## config.mk

```make
export PLATFORM = sky130hd
export DESIGN_NAME = modem_response_matcher
export DESIGN_NICKNAME = d
export VERILOG_FILES = /design/src/rtl/mrm_pkg.sv /design/src/rtl/mrm_step.sv /design/src/rtl/modem_response_matcher.sv
export SDC_FILE = /design/constraint.sdc
export NUM_CORES = 1
export LEC_CHECK = 0
export BUFFER_PORTS_ARGS = -buffer_cell sky130_fd_sc_hd__buf_4
export CORE_ASPECT_RATIO = 1.4
export CORE_MARGIN = 8
export CORE_UTILIZATION = 59
export CTS_CLUSTER_SIZE = 8
export DETAILED_ROUTE_END_ITERATION = 7
export GPL_TIMING_DRIVEN = 0
export HOLD_SLACK_MARGIN = 0.12
export MAX_ROUTING_LAYER = met4
export PLACE_DENSITY_LB_ADDON = 0.05
export REMOVE_ABC_BUFFERS = 1
export SLEW_MARGIN = 20
export SYNTH_ARGS = -nofsm -noshare
export SYNTH_HDL_FRONTEND = slang
export SYNTH_SLANG_ARGS = --single-unit
```

## constraint.sdc

```tcl
create_clock -name i_clk -period 3.76 [get_ports i_clk]
set_input_delay 0.188 -clock i_clk [delete_from_list [all_inputs] [get_ports i_clk]]
set_output_delay 0.188 -clock i_clk [all_outputs]
set_load 0.01 [all_outputs]
```

## src/rtl/mrm_pkg.sv

```systemverilog
// ----------------------------------------------------------------------------
// mrm_pkg
// Shared codes, character constants and state type of the modem response
// matcher.
// ----------------------------------------------------------------------------
package mrm_pkg;

    // Action codes carried by an input word.
    localparam logic [1:0] ACT_START = 2'd0;
    localparam logic [1:0] ACT_BYTE  = 2'd1;
    localparam logic [1:0] ACT_TICK  = 2'd2;

    // Status codes carried by a result word.
    localparam logic [2:0] ST_IDLE    = 3'd0;
    localparam logic [2:0] ST_WAIT    = 3'd1;
    localparam logic [2:0] ST_OK      = 3'd2;
    localparam logic [2:0] ST_CLOSED  = 3'd3;
    localparam logic [2:0] ST_TIMEOUT = 3'd4;

    // Configuration register indexes.
    localparam logic CFG_MATCH_MODE    = 1'b0;
    localparam logic CFG_TIMEOUT_LIMIT = 1'b1;

    // Reset values of the configuration registers.
    localparam logic        MODE_RESET  = 1'b1;
    localparam logic [15:0] LIMIT_RESET = 16'd15000;

    // Characters of the reply words.
    localparam logic [7:0] CH_R = 8'h72;  // 'r'
    localparam logic [7:0] CH_E = 8'h65;  // 'e'
    localparam logic [7:0] CH_A = 8'h61;  // 'a'
    localparam logic [7:0] CH_D = 8'h64;  // 'd'
    localparam logic [7:0] CH_Y = 8'h79;  // 'y'
    localparam logic [7:0] CH_UO = 8'h4F; // 'O'
    localparam logic [7:0] CH_UK = 8'h4B; // 'K'
    localparam logic [7:0] CH_UC = 8'h43; // 'C'
    localparam logic [7:0] CH_UL = 8'h4C; // 'L'
    localparam logic [7:0] CH_US = 8'h53; // 'S'
    localparam logic [7:0] CH_UE = 8'h45; // 'E'
    localparam logic [7:0] CH_UD = 8'h44; // 'D'

    // Matcher state kept between words.
    typedef struct packed {
        logic        armed;
        logic [2:0]  match_pos;
        logic        closed_branch;
        logic [16:0] elapsed_ticks;
    } t_match_state;

    // Expected letter of "ready" at a given position.
    function automatic logic [7:0] ready_char(input logic [2:0] pos);
        logic [7:0] ch;
        case (pos)
            3'd0:    ch = CH_R;
            3'd1:    ch = CH_E;
            3'd2:    ch = CH_A;
            3'd3:    ch = CH_D;
            3'd4:    ch = CH_Y;
            default: ch = 8'h00;
        endcase
        return ch;
    endfunction

    // Expected letter of the tail of "CLOSED" at positions two to five.
    function automatic logic [7:0] tail_char(input logic [2:0] pos);
        logic [7:0] ch;
        case (pos)
            3'd2:    ch = CH_UO;
            3'd3:    ch = CH_US;
            3'd4:    ch = CH_UE;
            3'd5:    ch = CH_UD;
            default: ch = 8'h00;
        endcase
        return ch;
    endfunction

endpackage

```

## src/rtl/mrm_step.sv

```systemverilog
// ----------------------------------------------------------------------------
// mrm_step
// Next-state and status logic for one input word of the matcher.
// ----------------------------------------------------------------------------
module mrm_step
    import mrm_pkg::*;
(
    input  logic [1:0]   i_action,
    input  logic [7:0]   i_byte_value,
    input  logic         i_match_mode,
    input  logic [15:0]  i_timeout_limit,
    input  t_match_state i_state,
    output t_match_state o_state,
    output logic [2:0]   o_status
);

    logic [16:0] ticks_inc;
    logic [2:0]  pos_inc;

    assign ticks_inc = i_state.elapsed_ticks + 17'd1;
    assign pos_inc   = i_state.match_pos + 3'd1;

    always_comb begin
        o_state  = i_state;
        o_status = ST_WAIT;
        if (i_action == ACT_START) begin
            o_state.armed         = 1'b1;
            o_state.match_pos     = 3'd0;
            o_state.closed_branch = 1'b0;
            o_state.elapsed_ticks = 17'd0;
            o_status              = ST_WAIT;
        end else if (!i_state.armed) begin
            o_status = ST_IDLE;
        end else if (i_action == ACT_BYTE) begin
            if (!i_match_mode) begin
                // Waiting for "ready".
                if (i_state.match_pos > 3'd4) begin
                    o_state.match_pos = 3'd0;
                end else if (i_byte_value == ready_char(i_state.match_pos)) begin
                    if (i_state.match_pos == 3'd4) begin
                        o_state.match_pos = 3'd0;
                        o_status          = ST_OK;
                    end else begin
                        o_state.match_pos = pos_inc;
                    end
                end else begin
                    o_state.match_pos = 3'd0;
                end
            end else begin
                // Waiting for "OK" or "CLOSED", each on its own branch.
                if (i_state.match_pos == 3'd0) begin
                    if (i_byte_value == CH_UO) begin
                        o_state.closed_branch = 1'b0;
                        o_state.match_pos     = 3'd1;
                    end else if (i_byte_value == CH_UC) begin
                        o_state.closed_branch = 1'b1;
                        o_state.match_pos     = 3'd1;
                    end
                end else if (i_state.match_pos == 3'd1) begin
                    if (!i_state.closed_branch && i_byte_value == CH_UK) begin
                        o_state.match_pos = 3'd0;
                        o_status          = ST_OK;
                    end else if (i_state.closed_branch && i_byte_value == CH_UL) begin
                        o_state.match_pos = 3'd2;
                    end else begin
                        o_state.match_pos = 3'd0;
                    end
                end else if (i_state.match_pos > 3'd5) begin
                    o_state.match_pos = 3'd0;
                end else if (i_byte_value == tail_char(i_state.match_pos)) begin
                    if (i_state.match_pos == 3'd5) begin
                        o_state.match_pos = 3'd0;
                        o_status          = ST_CLOSED;
                    end else begin
                        o_state.match_pos = pos_inc;
                    end
                end else begin
                    o_state.match_pos = 3'd0;
                end
            end
            if (o_status != ST_WAIT) begin
                o_state.armed = 1'b0;
            end
        end else if (i_action == ACT_TICK) begin
            o_state.elapsed_ticks = ticks_inc;
            if (ticks_inc > {1'b0, i_timeout_limit}) begin
                o_state.armed = 1'b0;
                o_status      = ST_TIMEOUT;
            end
        end
    end

endmodule

```

## src/rtl/modem_response_matcher.sv

```systemverilog
// ----------------------------------------------------------------------------
// modem_response_matcher
// Watches received modem bytes for a reply word with a millisecond timeout.
// ----------------------------------------------------------------------------
//
//  Channel  | Direction | Handshake                  | Payload
//  ---------+-----------+----------------------------+--------------------------
//  input    | in        | i_in_valid / o_in_stall    | i_action, i_byte_value
//  result   | out       | o_out_valid / i_out_stall  | o_status
//  config   | in        | i_cfg_we                   | i_cfg_index, i_cfg_data
//
//  A word is taken into an input register, then evaluated combinationally
//  against the matcher state, which writes both the new state and the result
//  register. The result word reaches the output through the input register
//  and then the result register. One word is accepted every cycle unless the
//  result register is full and stalled; the input register is held only then,
//  so throughput is set by the output side.
//  Reset is synchronous and active low; it disarms the matcher and loads the
//  configuration defaults (mode 1, limit 15000).
//
// ----------------------------------------------------------------------------
module modem_response_matcher
    import mrm_pkg::*;
(
    input  logic        i_clk,
    input  logic        i_rst_n,
    // Input channel
    input  logic        i_in_valid,
    output logic        o_in_stall,
    input  logic [1:0]  i_action,
    input  logic [7:0]  i_byte_value,
    // Result channel
    output logic        o_out_valid,
    input  logic        i_out_stall,
    output logic [2:0]  o_status,
    // Configuration port
    input  logic        i_cfg_we,
    input  logic        i_cfg_index,
    input  logic [15:0] i_cfg_data
);

    // Configuration registers.
    logic         r_match_mode;
    logic [15:0]  r_timeout_limit;

    // Input register.
    logic         r_in_valid;
    logic [1:0]   r_action;
    logic [7:0]   r_byte_value;

    // Matcher state and result register.
    t_match_state r_state;
    t_match_state n_state;
    logic [2:0]   n_status;
    logic         r_out_valid;
    logic [2:0]   r_status;

    logic         out_free;
    logic         eval_fire;
    logic         in_load;

    // The result register can take a new word when it is empty or being read.
    assign out_free   = !r_out_valid || !i_out_stall;
    assign eval_fire  = r_in_valid && out_free;
    assign in_load    = !r_in_valid || eval_fire;

    assign o_in_stall  = !in_load;
    assign o_out_valid = r_out_valid;
    assign o_status    = r_status;

    mrm_step u_step (
        .i_action        (r_action),
        .i_byte_value    (r_byte_value),
        .i_match_mode    (r_match_mode),
        .i_timeout_limit (r_timeout_limit),
        .i_state         (r_state),
        .o_state         (n_state),
        .o_status        (n_status)
    );

    // The user must write configuration only while idle; the block does not enforce this and has no interlock.
    always_ff @(posedge i_clk) begin
        if (!i_rst_n) begin
            r_match_mode    <= MODE_RESET;
            r_timeout_limit <= LIMIT_RESET;
        end else if (i_cfg_we) begin
            unique case (i_cfg_index)
                CFG_MATCH_MODE:    r_match_mode    <= i_cfg_data[0];
                CFG_TIMEOUT_LIMIT: r_timeout_limit <= i_cfg_data;
            endcase
        end
    end

    // Input register: loads whenever it is empty or its word moves on.
    always_ff @(posedge i_clk) begin
        if (!i_rst_n) begin
            r_in_valid <= 1'b0;
        end else if (in_load) begin
            r_in_valid <= i_in_valid;
        end
    end

    always_ff @(posedge i_clk) begin
        if (in_load && i_in_valid) begin
            r_action     <= i_action;
            r_byte_value <= i_byte_value;
        end
    end

    // State and result advance together, once per evaluated word.
    always_ff @(posedge i_clk) begin
        if (!i_rst_n) begin
            r_state     <= '0;
            r_out_valid <= 1'b0;
        end else begin
            if (eval_fire) begin
                r_state <= n_state;
            end
            if (out_free) begin
                r_out_valid <= r_in_valid;
            end
        end
    end

    always_ff @(posedge i_clk) begin
        if (eval_fire) begin
            r_status <= n_status;
        end
    end

endmodule

```

After elaboration in Yosys (flattened, before gate mapping)
Index checks and enable logic that the tools add are counted.
Word-level totals
  input port bits: 32
  bits in registers: 54
Operators by class
  add/sub/neg operators: 2
  equal/unequal tests: 16
  reduce and logical (&&, ||, !) cells: 25
  mux-type cells: 55
  $lt $le $gt $ge: 3
  bitwise gates (word level): 2
Operator list (number)
  two-way mux 8 bit: 12
  two-way mux 3 bit: 23
  two-way mux 22 bit: 2
  case mux 7 bit (5 select lines): 1
  two-way mux 17 bit: 2
  == test 8 x 7 -> 1 bit (second input constant): 4
  case mux 7 bit (4 select lines): 1
  adder 17 x 1 -> 17 bit (second input constant): 1
  > comparator 17 x 16 -> 1 bit: 1
  == test 8 bit: 2
  two-way mux 4 bit: 3
  nonzero test 2 bit: 5
  two-way mux 2 bit: 4
  AND reduction 4 bit: 2
  two-way mux 1 bit: 7
  == test 3 x 2 -> 1 bit (second input constant): 2
  == test 3 bit (second input constant): 2
  > comparator 3 bit (second input constant): 2
  AND reduction 6 bit: 1
  zero test 1 bit: 5
  != test 5 x 4 -> 1 bit (second input constant): 1
  logical AND 1 bit: 4
  AND reduction 2 bit: 2
  adder 3 x 1 -> 3 bit (second input constant): 1
  other kinds (11): 13

Logic depth before layout (Yosys ltp)
  depth after elaboration: 23
  mapped depth: 13
  mapped depth without buffers: 12

Modules after synthesis
Synthesis repeated with hierarchy kept, for this count alone.
Unflattened totals
  cells, all modules: 467
  area, all modules: 3970.1 sq um
By module, submodules not included
  modem_response_matcher: area each 2107.0 sq um, sequential area each 1211.2 sq um, cells an instance 187, times used 1
  mrm_step: area each 1863.0 sq um, sequential area each 0.0 sq um, cells an instance 280, times used 1

Worst setup path before layout
Ideal clock, no wire load.
  path kind: reg2reg
  start: reg r_state[0] (netlist name)
  end: reg r_status[0], in the netlist o_status[0], data pin
  period minus slack after synthesis: 3144 ps
  data arrival time: 2877 ps
  stages on the path, launching flop included: 14
  setup slack: 616 ps
  cells stage by stage: dfxtp_1 > ha_1 > nand3_1 > or4b_1 > clkbuf_1 > or2_1 > xnor2_1 > ha_1 > nand3_1 > nor2_1 > o221ai_1 > a31o_2 > a21boi_1 > a211oi_1
Between the ends
  cells in the longest elaborated chain, start to end: 6
RTL lines
  start: declaration: RTL line modem_response_matcher.sv:52  | t_match_state r_state;
  start signal: assignment: RTL line modem_response_matcher.sv:117  | r_state <= n_state;
  adder 17 x 1 -> 17 bit: RTL line mrm_step.sv:20  | assign ticks_inc = i_state.elapsed_ticks + 17'd1;
  > comparator 17 x 16 -> 1 bit: RTL line mrm_step.sv:86  | if (ticks_inc > {1'b0, i_timeout_limit}) begin
  two-way mux 3 bit: RTL line mrm_step.sv:86
  two-way mux 3 bit: RTL line mrm_step.sv:84  | end else if (i_action == ACT_TICK) begin
  two-way mux 3 bit: RTL line mrm_step.sv:34  | end else if (i_action == ACT_BYTE) begin
  two-way mux 1 bit: RTL line mrm_step.sv:32  | end else if (!i_state.armed) begin
  end signal: assignment: RTL line modem_response_matcher.sv:127  | r_status <= n_status;
  end: declaration: RTL line modem_response_matcher.sv:56  | logic [2:0] r_status;
No other way between the ends.
A chain may end at the register's enable or synchronous reset.

Worst setup path in the final report
Same ends and word-level chain as after synthesis.

==> impl_metrics.json <==
{
  "slowest_stage": "or4b_4",
  "post_cts_buffers": 0,
  "required_ns": 3.81,
  "drtIter0Drc": 121,
  "finalCriticalPeriod_ns": 3.49,
  "gp_congestion": 0.895,
  "firstDrtPassIters": 4,
  "p_leak_nw": 1.60,
  "r2r_end": "o_status[0]",
  "num_vias": 2994,
  "route.detailed.drc": 0,
  "std_cell_rows": 33,
  "clock_skew_ns": 0.0104,
  "coreArea_um2": 5740,
  "post-route-period-util_pct": 92.7,
  "maxSlewHeadroom_pct": 37.2,
  "power_density_nw_per_um2": 301,
  "critical_path_class": "reg2reg",
  "worstMarginPinSlew_ns": 0.940,
  "synth_ff_type": "dfxtp_1",
  "synth_cell_type_count": 65,
  "rsz0062_at_grt": "false",
  "synth_cells": 401,
  "insertedDiodeCount": 0,
  "synth_warnings": 0,
  "setup.worst_path.start_class": "flop",
  "busiest_layer": "met2",
  "met3_usage_pct": 2.62,
  "min_path_cells": 3,
  "setup.worst_path.end": "o_status[0]",
  "drv_cap": 0,
  "chipHeight_um": 106,
  "synth_area_um2": 3410,
  "reg2reg_setup_slack_ns": 0.27,
  "pin_count": 37,
  "fin_cells": 517,
  "place_inst": 490,
  "cts_root_buffer": "clkbuf_8",
  "grt_max_degree": 42,
  "status": "finished, final reports clean",
  "die_x_um": 80.2,
  "cts_max_level": 2,
  "grt_pass1_vias": 2974,
  "reg2regPathDepth": 12,
  "fin_setup_tns_ns": 0,
  "area_growth_pct": 17.2,
  "cp_slowest_stage_delay_ns": 0.62,
  "nets": 501,
  "start_util_pct": 59.4,
  "grt_pass1_wl_um": 13300,
  "report.final.slew_viol_count": 0,
  "hp-class": "in2reg",
  "cp_max_fo": 6,
  "synth-seq-cells": 54,
  "peakVddDrop_mv": 0.272,
  "setup_ws_ns": 0.275,
  "die_area_um2": 8500,
  "cts_tree": "yes",
  "setup_viol": 0,
  "ant_nets": 0,
  "clockBufferDepth": 2,
  "antenna_found_initial": 0,
  "drive_above_1_share_pct": 12.1,
  "cp-startpoint": "r_state[0]",
  "ys_seq_area_share_pct": 35.5,
  "grt_overflow_total": 0,
  "async_flop_share_pct": 0,
  "fillCellCount": 511,
  "clk_latency_ns": 0.31,
  "wl_um": 8050,
  "layout_commonest_cell": "nand2_1",
  "vias_per_cell": 5.79,
  "avgSynthCellArea_um2": 8.50,
  "synth-edff-count": 13,
  "dp_slack_ns": 0.268,
  "endpoint_kind": "flop",
  "grt_use_met1_pct": 19.6,
  "reg2reg_from": "r_state[0]",
  "cp.arrival_ns": 3.54,
  "layout_common_cells": "50 x nand2_1, 41 x dfxtp_1, 36 x buf_4, 24 x inv_1, 23 x ha_1",
  "cts_made_buffers": 5,
  "grtUsageMet2_pct": 37.5,
  "fmax_ghz": 0.287,
  "port_buffers": 36,
  "path_clk_slew_ns": 0.10,
  "track_usage_pct": 19.9,
  "clock_sinks": 54,
  "cp_cell_sequence": "ha_1 -> nand3_1 -> or4b_4 -> or2_1 -> xnor2_1 -> ha_1 -> nand3_1 -> nor2_1 -> o221ai_1 -> a31o_2 -> a21boi_1 -> a211oi_1",
  "dp_hpwl_um": 5810,
  "hold_violations": 0,
  "routedWlPerCell_um": 15.6
}
-- power breakdown --
part           leakage, nW  total (mW)  internal (mW)  switching [mW]
clock               0.0658       0.450          0.263           0.187
combinational         1.07       0.122         0.0637          0.0582
sequential           0.460       0.631          0.614          0.0166
-- layout make-up --
type | instances | area (um^2) | share of cell area [%]
Multi-Input combinational cell | 305 | 2010 | 50.3
Sequential cell | 54 | 1210 | 30.3
Timing Repair Buffer | 55 | 460 | 11.5
Inverter | 25 | 93.8 | 2.35
Tap cell | 70 | 87.6 | 2.19
Clock buffer | 5 | 68.8 | 1.72
Clock inverter | 3 | 63.8 | 1.60
-- critical path, delay by kind of cell, from the launching register on --
kind,cells,cell delay (ns)
xor gates and xnor gates,1,0.17
and+or+nand+nor,5,1.40
DFF,1,0.42
adders and majority gates,2,0.60
AOI/OAI and AO/OA,4,0.65
-- state kept, by name, summed over array words and instances, names as in the netlist --
signal	flops
o_status	3
r_action	2
r_byte_value	8
r_timeout_limit	16
o_out_valid	1
r_match_mode	1
r_in_valid	1
r_state	22
-- logic make-up after synthesis --
kind of cell | Yosys count | synth area share (%)
buffers and inverters | 42 | 5.61
muxes | 4 | 1.17
xor gates and xnor gates | 18 | 4.62
AOI/OAI and AO/OA | 94 | 19.1
and+or+nand+nor | 166 | 25.5
adders and majority gates | 23 | 8.44
DFF | 54 | 35.5
-- metal layers --
metal	up-vias	wire, um
li1	1521	-
met1	1412	3030
met2	45	4680
met3	16	152
met4	0	189
met5	-	0
-- worst min-delay path by stage --
stage,end,from,slack (ns)
floorplan,r_match_mode,i_rst_n,0.25
global placement,r_action[1],i_action[1],0.37
detailed placement,r_action[1],i_action[1],0.37
CTS,r_timeout_limit[1],i_cfg_data[1],0.12
global route,r_timeout_limit[10],i_cfg_data[10],0.14
finish,r_timeout_limit[10],i_cfg_data[10],0.13
-- Yosys cell counts, drive strengths merged (3+ instances only) --
cell type / instances / area share (%)
xor2: 6 / 1.5
and2: 6 / 1.1
edfxtp: 13 / 11
ha: 23 / 8.4
and3: 7 / 1.3
a21oi: 18 / 2.6
nor4: 3 / 0.55
a211o: 3 / 0.81
clkbuf: 11 / 1.2
a21boi: 17 / 3.7
nor2: 20 / 2.2
nor3: 12 / 1.8
o21ai: 15 / 2.3
a31oi: 3 / 0.55
o31ai: 3 / 0.66
o21a: 6 / 1.3
inv: 25 / 2.8
xnor2: 12 / 3.1
dfxtp: 41 / 24
or3: 5 / 1.1
nand2: 50 / 5.5
nand2b: 6 / 1.2
nand4: 7 / 1.3
a211oi: 4 / 0.88
o211ai: 7 / 1.5
mux2i: 4 / 1.2
buf: 6 / 1.7
nor2b: 20 / 3.7
nand3: 17 / 2.5
-- timing repair --
action / in CTS / in global routing
hold endpoints to repair: 19 / 0
resized for setup: 0 / 1
hold buffers: 19 / 0
setup endpoints to repair: 0 / 1
-- metrics by stage --
step                total power [mW]  util [%]  cell area [um^2]  hold WS, ns
finish                          1.20      69.6              4000        0.130
global route                    1.25      69.6              4000        0.140
CTS                             1.21      69.6              3990        0.125
detailed placement             0.749      63.9              3670        0.367
global placement               0.745      63.9              3670        0.366
floorplan                      0.695         -              3310        0.250
No activity file was read; power rests on OpenSTA's default activity.
